$ cat src/design/ift_pkg.sv
// Shared types and constants for the input field tokenizer.
`default_nettype none
package ift_pkg;

  // Largest field length the limit register may select
  localparam int unsigned MaxField = 1024;
  localparam int unsigned LenW     = 11;
  localparam int unsigned CfgIdxW  = 1;
  localparam int unsigned CfgDataW = 11;
  localparam int unsigned QueueDepth = 2;

  // Character codes
  localparam logic [7:0] ChSpace = 8'd32;
  localparam logic [7:0] ChTab   = 8'd9;
  localparam logic [7:0] ChLf    = 8'd10;
  localparam logic [7:0] ChCr    = 8'd13;
  localparam logic [7:0] ChQuote = 8'd34;
  localparam logic [7:0] ChComma = 8'd44;

  // Configuration register indexes
  typedef enum logic [CfgIdxW-1:0] {
    REG_MAX_TOKEN_LEN = 1'b0,
    REG_STRING_MODE   = 1'b1
  } ift_reg_e;

  // Byte class assigned by the front end
  typedef enum logic [2:0] {
    CLS_OTHER,
    CLS_BLANK,
    CLS_LF,
    CLS_CR,
    CLS_QUOTE,
    CLS_COMMA,
    CLS_EOI
  } ift_cls_e;

  // Scan phase of the back end
  typedef enum logic [1:0] {
    PH_SKIP  = 2'd0,
    PH_FIELD = 2'd1,
    PH_CR    = 2'd2,
    PH_TRAIL = 2'd3
  } ift_phase_e;

  // What a byte does to the open field
  typedef enum logic [2:0] {
    ACT_NONE,
    ACT_KEEP,
    ACT_FINISH,
    ACT_OPEN_QUOTE,
    ACT_CLOSE_QUOTE
  } ift_act_e;

  // One classified word in the queue
  typedef struct packed {
    logic [7:0] data;
    ift_cls_e   cls;
  } ift_word_t;

  // Queue handshake toward the back end
  typedef struct packed {
    logic      valid;
    ift_word_t word;
  } ift_qout_t;

endpackage
`default_nettype wire

$ cat src/design/ift_in_if.sv
// Input byte channel.
`default_nettype none
interface ift_in_if;
  logic       valid;
  logic       ready;
  logic [7:0] data_byte;
  logic       end_of_input;

  modport source (output valid, data_byte, end_of_input, input ready);
  modport sink (input valid, data_byte, end_of_input, output ready);
endinterface
`default_nettype wire

$ cat src/design/ift_out_if.sv
// Output field character channel.
`default_nettype none
interface ift_out_if;
  logic       valid;
  logic       ready;
  logic [7:0] out_char;
  logic       char_valid;
  logic       field_end;

  modport source (output valid, out_char, char_valid, field_end, input ready);
  modport sink (input valid, out_char, char_valid, field_end, output ready);
endinterface
`default_nettype wire

$ cat src/design/input_field_tokenizer_unit.sv
// Top level of the input field tokenizer.
//
//  Channel   Dir  Handshake       Word
//  in_i      in   valid/ready     data_byte[7:0], end_of_input
//  out_o     out  valid/ready     out_char[7:0], char_valid, field_end
//  cfg       in   cfg_we_i only   cfg_idx_i[0], cfg_data_i[10:0]
//
// One byte per cycle sustained while out_o is not stalled; an accepted byte
// is stored in the queue, scanned when it reaches the queue head, and its
// result is registered and offered on out_o. The two-entry queue decouples
// input from the scanner; in_i.ready drops only when the queue is full, as
// happens once out_o stalls under a steady input stream.
// Reset clears the scanner to blank skipping, limit 1024, numeric rules.
`default_nettype none
module input_field_tokenizer_unit (
  input  wire logic                         clk_i,
  input  wire logic                         rst_ni,
  input  wire logic                         cfg_we_i,
  input  wire logic [ift_pkg::CfgIdxW-1:0]  cfg_idx_i,
  input  wire logic [ift_pkg::CfgDataW-1:0] cfg_data_i,
  ift_in_if.sink                            in_i,
  ift_out_if.source                         out_o
);
  import ift_pkg::*;

  logic      q_full;
  logic      push;
  ift_word_t push_word;
  logic      pop;
  ift_qout_t head;

  ift_front u_front (
    .in_i        (in_i),
    .q_full_i    (q_full),
    .push_o      (push),
    .push_word_o (push_word)
  );

  ift_queue u_queue (
    .clk_i       (clk_i),
    .rst_ni      (rst_ni),
    .push_i      (push),
    .push_word_i (push_word),
    .full_o      (q_full),
    .pop_i       (pop),
    .head_o      (head)
  );

  ift_back u_back (
    .clk_i      (clk_i),
    .rst_ni     (rst_ni),
    .cfg_we_i   (cfg_we_i),
    .cfg_idx_i  (cfg_idx_i),
    .cfg_data_i (cfg_data_i),
    .head_i     (head),
    .pop_o      (pop),
    .out_o      (out_o)
  );

endmodule
`default_nettype wire

$ cat src/design/ift_front.sv
// Front end: accepts input words and classifies each byte.
`default_nettype none
module ift_front (
  ift_in_if.sink          in_i,
  input  wire logic       q_full_i,
  output logic            push_o,
  output ift_pkg::ift_word_t push_word_o
);
  import ift_pkg::*;

  assign in_i.ready = ~q_full_i;
  assign push_o     = in_i.valid & ~q_full_i;

  // Byte class; end of input overrides the byte
  always_comb begin
    push_word_o.data = in_i.data_byte;
    if (in_i.end_of_input) begin
      push_word_o.cls = CLS_EOI;
    end else if (in_i.data_byte == ChSpace || in_i.data_byte == ChTab) begin
      push_word_o.cls = CLS_BLANK;
    end else if (in_i.data_byte == ChLf) begin
      push_word_o.cls = CLS_LF;
    end else if (in_i.data_byte == ChCr) begin
      push_word_o.cls = CLS_CR;
    end else if (in_i.data_byte == ChQuote) begin
      push_word_o.cls = CLS_QUOTE;
    end else if (in_i.data_byte == ChComma) begin
      push_word_o.cls = CLS_COMMA;
    end else begin
      push_word_o.cls = CLS_OTHER;
    end
  end

endmodule
`default_nettype wire

$ cat src/design/ift_queue.sv
// Short queue of classified words between front and back ends.
`default_nettype none
module ift_queue (
  input  wire logic               clk_i,
  input  wire logic               rst_ni,
  input  wire logic               push_i,
  input  wire ift_pkg::ift_word_t push_word_i,
  output logic                    full_o,
  input  wire logic               pop_i,
  output ift_pkg::ift_qout_t      head_o
);
  import ift_pkg::*;

  localparam int unsigned PtrW = $clog2(QueueDepth);
  localparam int unsigned CntW = $clog2(QueueDepth + 1);

  ift_word_t           mem_q [QueueDepth];
  logic [PtrW-1:0]     wr_ptr_q, wr_ptr_d;
  logic [PtrW-1:0]     rd_ptr_q, rd_ptr_d;
  logic [CntW-1:0]     cnt_q, cnt_d;
  logic                do_pop;

  assign full_o      = (cnt_q == CntW'(QueueDepth));
  assign head_o.valid = (cnt_q != '0);
  assign head_o.word  = mem_q[rd_ptr_q];
  assign do_pop       = pop_i & head_o.valid;

  // Pointer and fill count
  always_comb begin
    wr_ptr_d = wr_ptr_q;
    rd_ptr_d = rd_ptr_q;
    cnt_d    = cnt_q;
    if (push_i) begin
      wr_ptr_d = (wr_ptr_q == PtrW'(QueueDepth - 1)) ? '0 : wr_ptr_q + PtrW'(1);
    end
    if (do_pop) begin
      rd_ptr_d = (rd_ptr_q == PtrW'(QueueDepth - 1)) ? '0 : rd_ptr_q + PtrW'(1);
    end
    if (push_i && !do_pop) begin
      cnt_d = cnt_q + CntW'(1);
    end else if (!push_i && do_pop) begin
      cnt_d = cnt_q - CntW'(1);
    end
  end

  always_ff @(posedge clk_i or negedge rst_ni) begin
    if (!rst_ni) begin
      wr_ptr_q <= '0;
      rd_ptr_q <= '0;
      cnt_q    <= '0;
    end else begin
      wr_ptr_q <= wr_ptr_d;
      rd_ptr_q <= rd_ptr_d;
      cnt_q    <= cnt_d;
    end
  end

  // Entry storage
  always_ff @(posedge clk_i) begin
    if (push_i) begin
      mem_q[wr_ptr_q] <= push_word_i;
    end
  end

endmodule
`default_nettype wire

$ cat src/design/ift_back.sv
// Back end: field scanner state, config registers and output register.
`default_nettype none
module ift_back (
  input  wire logic                         clk_i,
  input  wire logic                         rst_ni,
  input  wire logic                         cfg_we_i,
  input  wire logic [ift_pkg::CfgIdxW-1:0]  cfg_idx_i,
  input  wire logic [ift_pkg::CfgDataW-1:0] cfg_data_i,
  input  wire ift_pkg::ift_qout_t           head_i,
  output logic                              pop_o,
  ift_out_if.source                         out_o
);
  import ift_pkg::*;

  logic [LenW-1:0] limit_q, limit_d;
  logic            str_mode_q, str_mode_d;

  ift_phase_e      phase_q, phase_d;
  logic            quote_q, quote_d;
  logic [LenW-1:0] len_q, len_d;

  logic            out_valid_q, out_valid_d;
  logic [7:0]      out_char_q, out_char_d;
  logic            char_valid_q, char_valid_d;
  logic            field_end_q, field_end_d;

  ift_word_t       w;
  logic            eoi;
  logic            pre_drop;
  ift_phase_e      pre_phase;
  ift_phase_e      eff_phase;
  ift_act_e        act;
  ift_phase_e      fin_phase;
  logic [LenW-1:0] keep_len;
  logic            cut;

  logic            res_valid;
  logic [7:0]      res_char;
  logic            res_char_valid;
  logic            res_end;

  assign w     = head_i.word;
  assign eoi   = (w.cls == CLS_EOI);
  assign pop_o = head_i.valid & (~out_valid_q | out_o.ready);

  // Config writes; the length limit is clamped on write
  always_comb begin
    limit_d    = limit_q;
    str_mode_d = str_mode_q;
    if (cfg_we_i) begin
      unique case (ift_reg_e'(cfg_idx_i))
        REG_MAX_TOKEN_LEN: begin
          if (cfg_data_i == '0) begin
            limit_d = LenW'(1);
          end else if (cfg_data_i > CfgDataW'(MaxField)) begin
            limit_d = LenW'(MaxField);
          end else begin
            limit_d = LenW'(cfg_data_i);
          end
        end
        REG_STRING_MODE: str_mode_d = cfg_data_i[0];
        default: ;
      endcase
    end
  end

  // Leading phases: after-CR, after-closing-quote and blank skipping
  always_comb begin
    pre_drop  = 1'b0;
    pre_phase = phase_q;
    eff_phase = phase_q;
    unique case (phase_q)
      PH_CR: begin
        if (w.cls == CLS_LF) begin
          pre_drop  = 1'b1;
          pre_phase = PH_SKIP;
        end else begin
          eff_phase = PH_SKIP;
        end
      end
      PH_TRAIL: begin
        priority case (w.cls)
          CLS_BLANK: begin
            pre_drop  = 1'b1;
            pre_phase = PH_TRAIL;
          end
          CLS_COMMA: begin
            pre_drop  = 1'b1;
            pre_phase = PH_SKIP;
          end
          CLS_CR: begin
            pre_drop  = 1'b1;
            pre_phase = PH_CR;
          end
          default: eff_phase = PH_SKIP;
        endcase
      end
      default: ;
    endcase
    if (!pre_drop && eff_phase == PH_SKIP) begin
      if (w.cls == CLS_BLANK || w.cls == CLS_LF || w.cls == CLS_CR) begin
        pre_drop  = 1'b1;
        pre_phase = PH_SKIP;
      end
    end
  end

  // A fresh field starts with no quote and zero length
  logic            eff_quote;
  logic [LenW-1:0] eff_len;
  assign eff_quote = (eff_phase == PH_FIELD) ? quote_q : 1'b0;
  assign eff_len   = (eff_phase == PH_FIELD) ? len_q : '0;
  assign keep_len  = eff_len + LenW'(1);
  assign cut       = (keep_len >= limit_q);

  // Field rule per byte class
  always_comb begin
    act       = ACT_NONE;
    fin_phase = PH_SKIP;
    unique case (w.cls)
      CLS_LF: act = ACT_FINISH;
      CLS_CR: begin
        act       = ACT_FINISH;
        fin_phase = PH_CR;
      end
      CLS_QUOTE: begin
        if (!eff_quote) begin
          act = (eff_len == '0) ? ACT_OPEN_QUOTE : ACT_KEEP;
        end else if (str_mode_q) begin
          act       = ACT_FINISH;
          fin_phase = PH_TRAIL;
        end else begin
          act = ACT_CLOSE_QUOTE;
        end
      end
      CLS_COMMA: act = eff_quote ? ACT_KEEP : ACT_FINISH;
      CLS_BLANK: begin
        if (eff_len == '0) begin
          act = (str_mode_q && eff_quote) ? ACT_KEEP : ACT_NONE;
        end else begin
          act = (!str_mode_q && !eff_quote) ? ACT_FINISH : ACT_KEEP;
        end
      end
      CLS_OTHER: act = ACT_KEEP;
      CLS_EOI:   act = ACT_NONE;
      default:   act = ACT_NONE;
    endcase
  end

  // Next scanner state
  always_comb begin
    phase_d = phase_q;
    quote_d = quote_q;
    len_d   = len_q;
    if (pop_o) begin
      if (eoi) begin
        phase_d = PH_SKIP;
        quote_d = 1'b0;
        len_d   = '0;
      end else if (pre_drop) begin
        phase_d = pre_phase;
      end else begin
        unique case (act)
          ACT_NONE: begin
            phase_d = PH_FIELD;
            quote_d = eff_quote;
            len_d   = eff_len;
          end
          ACT_OPEN_QUOTE: begin
            phase_d = PH_FIELD;
            quote_d = 1'b1;
            len_d   = eff_len;
          end
          ACT_CLOSE_QUOTE: begin
            phase_d = PH_FIELD;
            quote_d = 1'b0;
            len_d   = eff_len;
          end
          ACT_KEEP: begin
            phase_d = cut ? PH_SKIP : PH_FIELD;
            quote_d = cut ? 1'b0 : eff_quote;
            len_d   = cut ? '0 : keep_len;
          end
          ACT_FINISH: begin
            phase_d = fin_phase;
            quote_d = 1'b0;
            len_d   = '0;
          end
          default: ;
        endcase
      end
    end
  end

  // Result of the current word
  always_comb begin
    res_valid      = 1'b0;
    res_char       = 8'd0;
    res_char_valid = 1'b0;
    res_end        = 1'b0;
    if (eoi) begin
      res_valid = (phase_q == PH_FIELD);
      res_end   = 1'b1;
    end else if (!pre_drop) begin
      if (act == ACT_KEEP) begin
        res_valid      = 1'b1;
        res_char       = w.data;
        res_char_valid = 1'b1;
        res_end        = cut;
      end else if (act == ACT_FINISH) begin
        res_valid = 1'b1;
        res_end   = 1'b1;
      end
    end
  end

  // Output register
  always_comb begin
    out_valid_d  = out_valid_q;
    out_char_d   = out_char_q;
    char_valid_d = char_valid_q;
    field_end_d  = field_end_q;
    if (pop_o) begin
      out_valid_d  = res_valid;
      out_char_d   = res_char;
      char_valid_d = res_char_valid;
      field_end_d  = res_end;
    end else if (out_o.ready) begin
      out_valid_d = 1'b0;
    end
  end

  always_ff @(posedge clk_i or negedge rst_ni) begin
    if (!rst_ni) begin
      limit_q     <= LenW'(MaxField);
      str_mode_q  <= 1'b0;
      phase_q     <= PH_SKIP;
      quote_q     <= 1'b0;
      len_q       <= '0;
      out_valid_q <= 1'b0;
    end else begin
      limit_q     <= limit_d;
      str_mode_q  <= str_mode_d;
      phase_q     <= phase_d;
      quote_q     <= quote_d;
      len_q       <= len_d;
      out_valid_q <= out_valid_d;
    end
  end

  always_ff @(posedge clk_i) begin
    out_char_q   <= out_char_d;
    char_valid_q <= char_valid_d;
    field_end_q  <= field_end_d;
  end

  assign out_o.valid      = out_valid_q;
  assign out_o.out_char   = out_char_q;
  assign out_o.char_valid = char_valid_q;
  assign out_o.field_end  = field_end_q;

endmodule
`default_nettype wire

$ cat src/flat_wrapper.sv
// flat-port wrapper written by rule: the top's interface ports become plain ports
module input_field_tokenizer_unit_flat import ift_pkg::*;
  (clk_i, rst_ni, cfg_we_i, cfg_idx_i, cfg_data_i, in_i_valid, in_i_data_byte, in_i_end_of_input, in_i_ready, out_o_valid, out_o_out_char, out_o_char_valid, out_o_field_end, out_o_ready);
  ift_in_if in_i_i ();
  ift_out_if out_o_i ();
  input  wire logic clk_i;
  input  wire logic rst_ni;
  input  wire logic cfg_we_i;
  input  wire logic [ift_pkg::CfgIdxW-1:0] cfg_idx_i;
  input  wire logic [ift_pkg::CfgDataW-1:0] cfg_data_i;
  input wire logic [$bits(in_i_i.valid)-1:0] in_i_valid;
  input wire logic [$bits(in_i_i.data_byte)-1:0] in_i_data_byte;
  input wire logic [$bits(in_i_i.end_of_input)-1:0] in_i_end_of_input;
  output wire logic [$bits(in_i_i.ready)-1:0] in_i_ready;
  output wire logic [$bits(out_o_i.valid)-1:0] out_o_valid;
  output wire logic [$bits(out_o_i.out_char)-1:0] out_o_out_char;
  output wire logic [$bits(out_o_i.char_valid)-1:0] out_o_char_valid;
  output wire logic [$bits(out_o_i.field_end)-1:0] out_o_field_end;
  input wire logic [$bits(out_o_i.ready)-1:0] out_o_ready;
  assign in_i_i.valid = in_i_valid;
  assign in_i_i.data_byte = in_i_data_byte;
  assign in_i_i.end_of_input = in_i_end_of_input;
  assign in_i_ready = in_i_i.ready;
  assign out_o_valid = out_o_i.valid;
  assign out_o_out_char = out_o_i.out_char;
  assign out_o_char_valid = out_o_i.char_valid;
  assign out_o_field_end = out_o_i.field_end;
  assign out_o_i.ready = out_o_ready;
  input_field_tokenizer_unit u_core (.clk_i(clk_i), .rst_ni(rst_ni), .cfg_we_i(cfg_we_i), .cfg_idx_i(cfg_idx_i), .cfg_data_i(cfg_data_i), .in_i(in_i_i), .out_o(out_o_i));
endmodule
$ cat config.mk
export PLATFORM = sky130hd
export DESIGN_NAME = input_field_tokenizer_unit_flat
export DESIGN_NICKNAME = d
export VERILOG_FILES = /design/src/design/ift_pkg.sv /design/src/design/ift_in_if.sv /design/src/design/ift_out_if.sv /design/src/design/input_field_tokenizer_unit.sv /design/src/design/ift_front.sv /design/src/design/ift_queue.sv /design/src/design/ift_back.sv /design/src/flat_wrapper.sv
export SDC_FILE = /design/constraint.sdc
export NUM_CORES = 1
export LEC_CHECK = 0
export ABC_AREA = 1
export BUFFER_PORTS_ARGS = -buffer_cell sky130_fd_sc_hd__buf_4
export CAP_MARGIN = 20
export CORE_ASPECT_RATIO = 1.5
export CORE_MARGIN = 2
export CORE_UTILIZATION = 60
export CTS_BUF_LIST = sky130_fd_sc_hd__clkbuf_8
export CTS_CLUSTER_SIZE = 24
export DETAILED_ROUTE_END_ITERATION = 6
export MAX_ROUTING_LAYER = met4
export PLACE_DENSITY = 0.89
export SKIP_CTS_REPAIR_TIMING = 1
export SYNTH_ARGS = -nofsm -noshare
export SYNTH_HDL_FRONTEND = slang
export SYNTH_HIERARCHICAL = 1
export SYNTH_SLANG_ARGS = --single-unit
$ cat constraint.sdc
create_clock -name clk_i -period 5.8 [get_ports clk_i]
set_input_delay 1.16 -clock clk_i [delete_from_list [all_inputs] [get_ports clk_i]]
set_output_delay 1.16 -clock clk_i [all_outputs]
set_load 0.02 [all_outputs]
# Word level (Yosys, flattened, before mapping)
# Memory sizes are Yosys's and may differ from the RTL's.
# Index checks and enable logic that the tools add are counted.
# op_classes
add_sub_neg	5
n_lt_le_gt_ge	2
eq_ne	22
n_mux	61
bitwise_logic	8
reduce_logical	35
# ops
cell	count
11-bit two-way mux	6
11-bit case mux with 3 select lines	1
2-bit two-way mux	15
8-bit by 4-bit equality test with 1-bit output (second input constant)	3
8-bit by 6-bit equality test with 1-bit output (second input constant)	3
3-bit two-way mux	8
1-bit two-way mux	23
11-bit zero test	2
3-bit case mux with 5 select lines	1
3-bit by 2-bit equality test with 1-bit output (second input constant)	4
3-bit equality test (second input constant)	4
2-bit case mux with 2 select lines	3
2-bit case mux with 3 select lines	2
11-bit by 1-bit adder with 11-bit output (second input constant)	1
11-bit greater-or-equal comparator	1
11-bit greater-than comparator (second input constant)	1
5-bit nonzero test	2
3-bit OR reduction	3
2-bit equality test (second input constant)	3
3-bit by 1-bit equality test with 1-bit output (second input constant)	2
3-bit zero test	2
2-bit AND reduction	3
3-bit AND reduction	2
2-bit nonzero test	3
other kinds (16)	35
# word_totals
regBits	41
mem_bits_rw	22
out_inout_bits	12
memories	1
# memory_table
memory	depth	word_bits	read_ports	rd_clocked_by_memory_dff	wr	line_no	source
u_core.u_queue.mem_q	2	11	1	0	1	ift_queue.sv:17	ift_word_t mem_q [QueueDepth];

# Longest topological paths before layout
# Gate-level depths: netlist of run 1.
# An unclocked memory read counts as a cell.
# logic_depth
ltp_word	18
mapped_depth	21
depth_no_buf	21

# Modules after synthesis
# The synthesis of run 1 kept the hierarchy.
# modules_own_cells
mod	instances	cells_each	area_per_inst_um2	seq_area_each_um2
ift_back	1	376	2642.5	977.2
ift_queue	1	85	1022.2	760.7
ift_front	1	48	242.7	0.0

# Worst setup path after synthesis of run 1
# Ideal clock, no wire load.
# synth_timing
kind	flip-flop to flip-flop
startpoint	register u_core.u_back.phase_q[1]
endpoint	register u_core.u_back.len_q[1]
setup_ns	0.066
arrival_time_ns	2.667
path_slack_ns	3.067
stages_incl_launch_ff	19
period_less_slack_ns	2.733
cell_sequence	dfrtp_1 -> inv_1 -> nand2_1 -> nor2_2 -> nand2_1 -> nor3_4 -> nand2_1 -> xor2_1 -> ha_1 -> nand2_1 -> a21oi_1 -> o21ai_0 -> nand4_1 -> inv_1 -> clkbuf_1 -> nand4_1 -> nand2_1 -> nand3_1 -> nand2_1
# synth_between
elab_chain_len	14
# synth_rtl
item	line_no	source
start: declaration	ift_back.sv:18	ift_phase_e phase_q, phase_d;
start signal: assignment	ift_back.sv:244	phase_q <= phase_d;
parallel branches: the longest is 14 deep, another holds 11-bit by 1-bit adder with 11-bit output	-	
end signal: assignment	ift_back.sv:246	len_q <= len_d;
end: declaration	ift_back.sv:20	logic [LenW-1:0] len_q, len_d;
# Parallel ways; which one is timed is not known. The select of a mux whose other input is x is not followed.
# A chain may end at the register's enable or synchronous reset.

==> flow_metrics.py, run 1 <==
metrics = {
    "finish": {
        "nFillCells": 549,
        "seq_area_um2": 1740,
        "layout-drive-gt1-share": 0.159,
        "utilization": 0.674,
        "area_growth_pct": 10.3,
        "fin_area_um2": 4310,
        "multi_input_area_um2": 1740,
        "nets": 576,
        "num_antenna_cells": 0,
    },
    "timing": {
        "setup_tns_ps": 0,
        "layout_setup_ws_ps": 2470,
        "final-setup-viol-count": 0,
        "maxSlewViolCount": 0,
        "rsz0062_at_grt": "no",
        "hold_violations": 0,
        "fin_skew_ps": 10.6,
        "tightest_slew_ps": 889,
        "fin_crit_ps": 3330,
        "slew_headroom": 0.405,
        "fmax_mhz": 301,
        "min_period_over_period": 0.573,
    },
    "synthesis": {
        "yosys-top-cells-count": "nand2_1, inv_1, nor2_1, nand3_1, edfxtp_1",
        "synthTopCellsByArea": "edfxtp_1, dfrtp_1, nand2_1",
        "synth_top_cell_area_share": 0.246,
        "yosysSeqAreaShare": 0.445,
        "synthCells": 509,
        "ys.flop_type": "edfxtp_1",
        "syn_avg_cell_area_um2": 7.68,
        "synth_seq_cells": 63,
        "ys_types": 36,
        "synth_warnings": 6,
        "mappedNetlistNets": 548,
        "synthArstFlopShare": 0.492,
        "yosys.area.top_type": "edfxtp_1",
        "syn_area_um2": 3910,
        "yosysMostFrequentCell": "nand2_1",
        "synth_edf_count": 32,
    },
    "global_routing": {
        "gr-usage-met1": 0.248,
        "grt_busiest_layer": "met2",
        "grt_pass1_vias": 3344,
        "grt_max_degree": 32,
        "globalRouteMet3Util": 0.0459,
        "grt_pass1_wl_mm": 14.5,
        "grt_overflow": 0,
        "gr-usage-all-layers": 0.266,
        "antenna_found_initial": 0,
        "use_met2": 0.511,
    },
    "route": {
        "wl_per_cell_um": 14.1,
        "drt_iter0_drc": 288,
        "ant_nets": 0,
        "drt_pass1_iterations": 5,
        "wl_mm": 8.70,
        "drc": 0,
        "vias": 3428,
        "viasPerCell": 5.55,
    },
    "worst_setup_path": {
        "crit_fanout": 13,
        "cp_common_cell": "nand2_1",
        "slowest_stage": "nor2_1",
        "reg2reg_slack_ps": 2470,
        "endpoint_kind": "flip-flop",
        "cp_data_arrival_time_ps": 3600,
        "cpPeakStageDelay_ps": 800,
        "cp_top_family": "simple AND/OR/NAND/NOR gates",
        "worstSetupPathDepth": 10,
        "crit_path_start_kind": "flip-flop",
        "cp_num_buf_inv": 1,
        "critPathRequiredTime_ps": 6080,
        "path_cells": "inv_1 > nand2_1 > nand2_1 > nor2_1 > nor3_1 > nor2_2 > nand2_1 > nor2_1 > nand3_1 > nand2_1",
        "crit_type": "flip-flop to flip-flop",
        "reg2regPathDepth": 10,
    },
    "placed_design": {
        "io_buffer_count": 37,
        "gp_congestion": 0.983,
        "dpl-instance-area_um2": 4130,
        "pre_cts_slack_ps": 2360,
        "hpwl_mm": 6.56,
    },
    "worst_hold_path": {
        "holdPathStages": 2,
        "hp-class": "flip-flop to flip-flop",
    },
    "floorplanning": {
        "dieArea_um2": 7190,
        "die_x_um": 69.9,
        "initial_core_util": 0.611,
        "die_height_um": 103,
        "num_rows": 36,
        "core_um2": 6400,
        "ios": 38,
    },
    "power": {
        "ir_worst_vdd_uv": 297,
        "leakagePower_nw": 2.17,
        "power.density_nw_per_um2": 532,
    },
    "clocking": {
        "clk_path_buf_depth": 2,
        "cts_htree_levels": 3,
        "clk_pin_slew_worst_paths_ps": 70,
        "cts.sinks": 63,
        "cts-root-buf": "clkbuf_8",
        "cts_tree": "yes",
        "cts_made_buffers": 9,
        "clock_latency_ps": 350,
    },
    "flow_run": {
        "maxCapViolCount": 0,
    },
    "run_status": {
        "outcome": "finished, final reports clean",
    },
}
## registers in the layout, summed over array words and instances, names as in the netlist
signal / count
u_core/u_queue/mem_q: 22
u_core/u_back/len_q: 11
u_core/u_back/limit_q: 11
u_core/u_back/out_o.out_char: 8
u_core/u_back/phase_q: 2
u_core/u_queue/cnt_q: 2
u_core/u_back/out_o.char_valid: 1
u_core/u_back/out_o.field_end: 1
u_core/u_back/out_o.valid: 1
u_core/u_back/quote_q: 1
u_core/u_back/str_mode_q: 1
u_core/u_queue/rd_ptr_q: 1
u_core/u_queue/wr_ptr_q: 1
## through the flow
| step | instances | hold WS (ps) | power [mW] |
|---|---|---|---|
| global placement | 602 | 456 | 1.90 |
| finish | 618 | 481 | 2.29 |
| CTS | 618 | 482 | 2.29 |
| detailed placement | 602 | 465 | 1.93 |
| global route | 618 | 524 | 2.49 |
| floorplan | 509 | 442 | 1.68 |
## worst paths after layout
check,start,endpoint
setup / recovery,u_core/u_queue/rd_ptr_q,u_core/u_back/len_q[2]
hold / removal,u_core/u_queue/cnt_q[1],u_core/u_queue/cnt_q[1]
setup reg to reg,u_core/u_queue/rd_ptr_q,u_core/u_back/len_q[2]
hold reg to reg,u_core/u_queue/cnt_q[1],u_core/u_queue/cnt_q[1]
max in group asynchronous,rst_ni,u_core/u_back/limit_q[10]
min in group asynchronous,rst_ni,u_core/u_back/limit_q[7]
## worst reg2reg max path, cell delays in order, from the launching register on
cell and delay, ps:
dfrtp_1 580, inv_1 280, nand2_1 120, nand2_1 150
nor2_1 290, nor3_1 120, nor2_2 230, nand2_1 350
nor2_1 810, nand3_1 230, nand2_1 120
## layout make-up
cell class                 count  share of cell area
timing repair buffer          37              0.0644
clock buffer                   9              0.0287
sequential                    63               0.403
multi-input combinational    350               0.403
clock inverter                 7              0.0128
tap                           76              0.0221
inverter                      76              0.0662
## placed cells by master, fill, tap and decap left out, types with 8 or more instances in the layout
cell	instances
ha_1	13
buf_4	37
nand4_1	16
nand2_1	155
nand2_2	8
inv_2	9
edfxtp_1	32
nor2_1	50
dfrtp_1	30
clkbuf_8	9
nand3_1	46
o21ai_0	17
inv_1	65
a21oi_1	10
## power by group
part	internal, mW	total (mW)	switching, mW
clock network	0.160	0.347	0.187
registers	0.636	0.720	0.0842
logic	0.369	1.22	0.854
total	1.17	2.29	1.13
## cells by family after synthesis
kind of cell / Yosys count / share of synthesized area
buffers and inverters: 96 / 0.111
XOR/XNOR: 5 / 0.0131
AND/OR/NAND/NOR: 295 / 0.338
flip-flops: 63 / 0.445
adder cells (fa/ha/maj): 13 / 0.0416
AO/OA/AOI/OAI: 37 / 0.0516
## routing by layer
metal | wire (um) | vias up
met5 | 0 | -
met1 | 3060 | 1591
met4 | 397 | 0
met3 | 339 | 42
li1 | - | 1685
met2 | 4900 | 110
Power figures use the tool's default switching activity.
==> inputs of run 2 (changes only) <==
clock period = 3.34 ns   (was 5.8 ns; I/O delays follow)
==> flow_metrics.py, run 2 (same netlist as run 1, synthesis figures left out) <==
metrics = {
    "power": {
        "power_frac_comb": 0.530,
        "p_total_mw": 4.30,
        "swShare": 0.471,
        "power.density_nw_per_um2": 963,
        "leakagePower_nw": 2.25,
        "p_seq_frac": 0.294,
        "power.internal_mw": 2.27,
        "p_clk_frac": 0.176,
        "power_switching_mw": 2.03,
        "ir_worst_vdd_uv": 681,
    },
    "finish": {
        "layout_common_cells": "nand2_1, inv_1, nor2_1",
        "final_common_cell": "nand2_1",
        "seq_area_um2": 1740,
        "largest_reg_flops": 22,
        "regMostFlops": "u_core/u_queue/mem_q",
        "layout-drive-gt1-share": 0.188,
        "reg.largest.list": "u_core/u_queue/mem_q (22), u_core/u_back/len_q (11), u_core/u_back/limit_q (11)",
        "instances_no_fill": 629,
        "area_growth_pct": 14.2,
        "num_antenna_cells": 0,
        "nFillCells": 505,
        "utilization": 0.698,
        "fin_area_um2": 4460,
        "nets": 587,
        "multi_input_area_um2": 1760,
    },
    "worst_setup_path": {
        "slowest_stage": "dfrtp_2",
        "crit_path_start_kind": "flip-flop",
        "cpPeakStageDelay_ps": 460,
        "cp_data_arrival_time_ps": 3280,
        "crit_type": "flip-flop to flip-flop",
        "reg2reg_slack_ps": 300,
        "r2r-start": "u_core/u_back/phase_q[1]",
        "endpoint_kind": "flip-flop",
        "timing.rr.end": "u_core/u_back/len_q[9]",
        "cp_common_cell": "nand2_1",
        "reg2regPathDepth": 19,
        "path_cells": "inv_1 > nand2_2 > nor2_4 > nand2_2 > nor3_4 > nand4_1 > nand2_1 > inv_2 > ha_1 > nand2_1 > nor2_2 > nand3_1 > nand4_1 > buf_4 > clkinvlp_4 > nand4_1 > nand2_1 > nand3_1 > nand2_1",
        "critPathRequiredTime_ps": 3580,
        "crit_fanout": 7,
    },
    "timing": {
        "rsz0062_at_grt": "no",
        "maxSlewViolCount": 0,
        "tightest_slew_ps": 872,
        "hold_slack_ps": 256,
        "layout_setup_ws_ps": 299,
        "setup_tns_ps": 0,
        "fin_crit_ps": 3040,
        "hold_violations": 0,
        "min_period_over_period": 0.911,
        "final-setup-viol-count": 0,
        "fmax_mhz": 329,
        "slew_headroom": 0.416,
        "fin_skew_ps": 6.10,
    },
    "global_routing": {
        "grt_max_degree": 32,
        "grt_pass1_vias": 3431,
        "grt_overflow": 0,
        "grt_pass1_wl_mm": 15.0,
        "gr-usage-all-layers": 0.280,
        "antenna_found_initial": 0,
    },
    "floorplanning": {
        "die_x_um": 69.9,
        "die_height_um": 103,
        "dieArea_um2": 7190,
        "initial_core_util": 0.611,
        "core_um2": 6400,
        "ios": 38,
        "num_rows": 36,
    },
    "placed_design": {
        "dpl.cell_count": 607,
        "io_buffer_count": 37,
        "dpl-instance-area_um2": 4170,
        "gp_congestion": 0.965,
        "hpwl_mm": 6.74,
        "pre_cts_slack_ps": 177,
    },
    "flow_run": {
        "maxCapViolCount": 0,
    },
    "clocking": {
        "clock_latency_ps": 350,
        "clk_path_buf_depth": 2,
        "cts_tree": "yes",
        "cts_htree_levels": 3,
        "cts.sinks": 63,
        "cts-root-buf": "clkbuf_8",
        "cts_made_buffers": 9,
        "clk_pin_slew_worst_paths_ps": 80,
    },
    "route": {
        "ant_nets": 0,
        "viasPerCell": 5.55,
        "wl_mm": 9.32,
        "drt_pass1_iterations": 5,
        "wl_per_cell_um": 14.8,
        "route.met3.wl_um": 392,
        "route.met2.wl_mm": 5.21,
        "topRoutingLayerUsed": "met4",
        "met1_length_mm": 3.20,
        "vias": 3490,
        "drc": 0,
        "drt_iter0_drc": 258,
    },
    "run_status": {
        "outcome": "finished, final reports clean",
    },
    "worst_hold_path": {
        "hp-class": "primary input to asynchronous set/reset pin",
    },
}
## run 2: area by class of cell
cell class	instances	share of cell area
clock buffer	9	0.0277
timing repair inverter	1	0.00168
timing repair buffer	46	0.0774
clock inverter	7	0.0233
tap	76	0.0213
inverter	76	0.0639
sequential	63	0.390
multi-input combinational	351	0.395
## run 2: power groups by stage
stage	clock network, mW	logic, mW	registers, mW
after floorplan	0	1.62	1.30
after global placement	0	2.09	1.26
after detailed placement	0	2.14	1.26
after CTS	0.765	2.16	1.25
after global routing	0.804	2.54	1.28
final	0.756	2.28	1.26
## run 2: worst max-delay path by stage
stage                                          end  slack, ps                      from
final                       u_core/u_back/len_q[9]        300  u_core/u_back/phase_q[1]
after global routing        u_core/u_back/len_q[1]         10  u_core/u_back/phase_q[1]
after CTS                 u_core/u_back/phase_q[0]        140  u_core/u_back/phase_q[0]
after detailed placement  u_core/u_back/phase_q[0]        180  u_core/u_back/phase_q[0]
after global placement    u_core/u_back/phase_q[0]        290  u_core/u_back/phase_q[1]
after floorplan             u_core/u_back/len_q[1]        610  u_core/u_back/phase_q[1]
## run 2: per-layer routing
| metal | vias to the layer above | track usage |
|---|---|---|
| met5 | - | - |
| met1 | 1614 | 0.255 |
| met3 | 49 | 0.0479 |
| met4 | 0 | 0.179 |
| li1 | 1704 | - |
| met2 | 123 | 0.533 |
## run 2: critical path: cells and delay by family, from the launching register on
kind,cells,cell delay (ps)
flops,1,460
fa+ha+maj,1,280
simple gates,14,1740
buf+inv,4,440
==> inputs of run 3 (changes only) <==
clock period = 3.8 ns   (was 3.34 ns; I/O delays follow)
==> flow_metrics.py, run 3 (same netlist as run 1, synthesis figures left out) <==
metrics = {
    "run_status": {
        "outcome": "finished, final reports clean",
    },
    "global_routing": {
        "grt_pass1_vias": 3303,
        "antenna_found_initial": 0,
        "grt_pass1_wl_mm": 14.4,
        "grt_max_degree": 32,
        "grt_overflow": 0,
        "gr-usage-all-layers": 0.264,
    },
    "finish": {
        "final_common_cell": "nand2_1",
        "layout_common_cells": "nand2_1, inv_1, nor2_1",
        "layout-drive-gt1-share": 0.163,
        "area_growth_pct": 12.0,
        "nets": 579,
        "regMostFlops": "u_core/u_queue/mem_q",
        "largest_reg_flops": 22,
        "num_antenna_cells": 0,
        "reg.largest.list": "u_core/u_queue/mem_q (22), u_core/u_back/len_q (11), u_core/u_back/limit_q (11)",
    },
    "timing": {
        "min_period_over_period": 0.852,
        "final-setup-viol-count": 0,
        "hold_violations": 0,
        "tightest_slew_ps": 917,
        "rsz0062_at_grt": "no",
        "fin_crit_ps": 3240,
        "fin_skew_ps": 6.69,
        "fmax_mhz": 309,
        "slew_headroom": 0.386,
        "setup_tns_ps": 0,
        "maxSlewViolCount": 0,
    },
    "worst_hold_path": {
        "hp-class": "primary input to asynchronous set/reset pin",
    },
    "worst_setup_path": {
        "cp_data_arrival_time_ps": 3520,
        "crit_fanout": 11,
        "endpoint_kind": "flip-flop",
        "crit_path_start_kind": "flip-flop",
        "critPathRequiredTime_ps": 4080,
        "crit_type": "flip-flop to flip-flop",
    },
    "clocking": {
        "clk_path_buf_depth": 2,
        "cts_made_buffers": 9,
        "cts-root-buf": "clkbuf_8",
        "clk_pin_slew_worst_paths_ps": 70,
        "cts_htree_levels": 3,
        "clock_latency_ps": 340,
        "cts_tree": "yes",
        "cts.sinks": 63,
    },
    "route": {
        "drt_iter0_drc": 287,
        "wl_mm": 8.61,
        "ant_nets": 0,
        "vias": 3437,
        "drc": 0,
        "drt_pass1_iterations": 5,
        "wl_per_cell_um": 13.9,
        "viasPerCell": 5.53,
    },
    "placed_design": {
        "gp_congestion": 0.973,
        "hpwl_mm": 6.62,
        "io_buffer_count": 37,
    },
    "floorplanning": {
        "dieArea_um2": 7190,
        "ios": 38,
        "initial_core_util": 0.611,
        "core_um2": 6400,
        "die_height_um": 103,
        "die_x_um": 69.9,
        "num_rows": 36,
    },
    "power": {
        "p_total_mw": 3.63,
        "ir_worst_vdd_uv": 489,
        "power.density_nw_per_um2": 831,
        "leakagePower_nw": 2.21,
    },
    "flow_run": {
        "maxCapViolCount": 0,
    },
}
## run 3: where the power goes
group          internal, mW  switching, mW
registers             0.971          0.131
clock network         0.370          0.267
logic                 0.587           1.31
total                  1.93           1.71
## run 3: final timing paths
| path | startpoint | to | slack, ps | cells after the start |
|---|---|---|---|---|
| max | u_core/u_back/phase_q[1] | u_core/u_back/phase_q[0] | 560 | 19 |
| min | rst_ni | u_core/u_back/limit_q[4] | 340 | 1 |
| max reg2reg | u_core/u_back/phase_q[1] | u_core/u_back/phase_q[0] | 560 | 19 |
| min reg2reg | u_core/u_back/len_q[0] | u_core/u_back/len_q[0] | 490 | 2 |
| max in group asynchronous | rst_ni | u_core/u_back/limit_q[10] | 3130 | 1 |
| min in group clk_i | u_core/u_back/len_q[0] | u_core/u_back/len_q[0] | 490 | 2 |
## run 3: cell type report
cell class              instances  area (um2)
clock buffers                   9         124
clock inverters                 7        97.6
fillers                       504        2020
inverters                      76         285
multi-input cells             350        1740
flip-flops and latches         63        1740
well taps                      76        95.1
repair buffers                 40         300
## run 3: stage by stage
step | setup slack [ps] | util | area [um2] | hold WS (ps) | instances
after floorplan | 1070 | - | 3910 | 442 | 509
after global placement | 733 | 0.649 | 4150 | 459 | 605
after detailed placement | 624 | 0.649 | 4150 | 465 | 605
after CTS | 604 | 0.684 | 4380 | 356 | 621
after global routing | 182 | 0.684 | 4380 | 370 | 621
final | 564 | 0.684 | 4380 | 342 | 621
## run 3: critical path, cell delays in order (launching register included)
cell and delay [ps]:
dfrtp_1 420, inv_1 120, nand2_1 150, nor2_2 210, nand2_1 170, nor2_1 230
nand3_1 150, xor2_1 280, ha_1 290, nand2_1 110, nor2_1 70, o21ai_0 70
nand4_1 170, inv_1 290, nand3_1 150, nand2_1 90, inv_1 40, nand3_1 60
nand2_1 50, nand2_1 50
## run 3: per-layer routing
layer	global-route usage	up-vias	wire [um]
met3	0.0440	22	325
met5	-	-	0
li1	-	1683	-
met1	0.252	1642	3080
met4	0.139	0	256
met2	0.504	90	4950
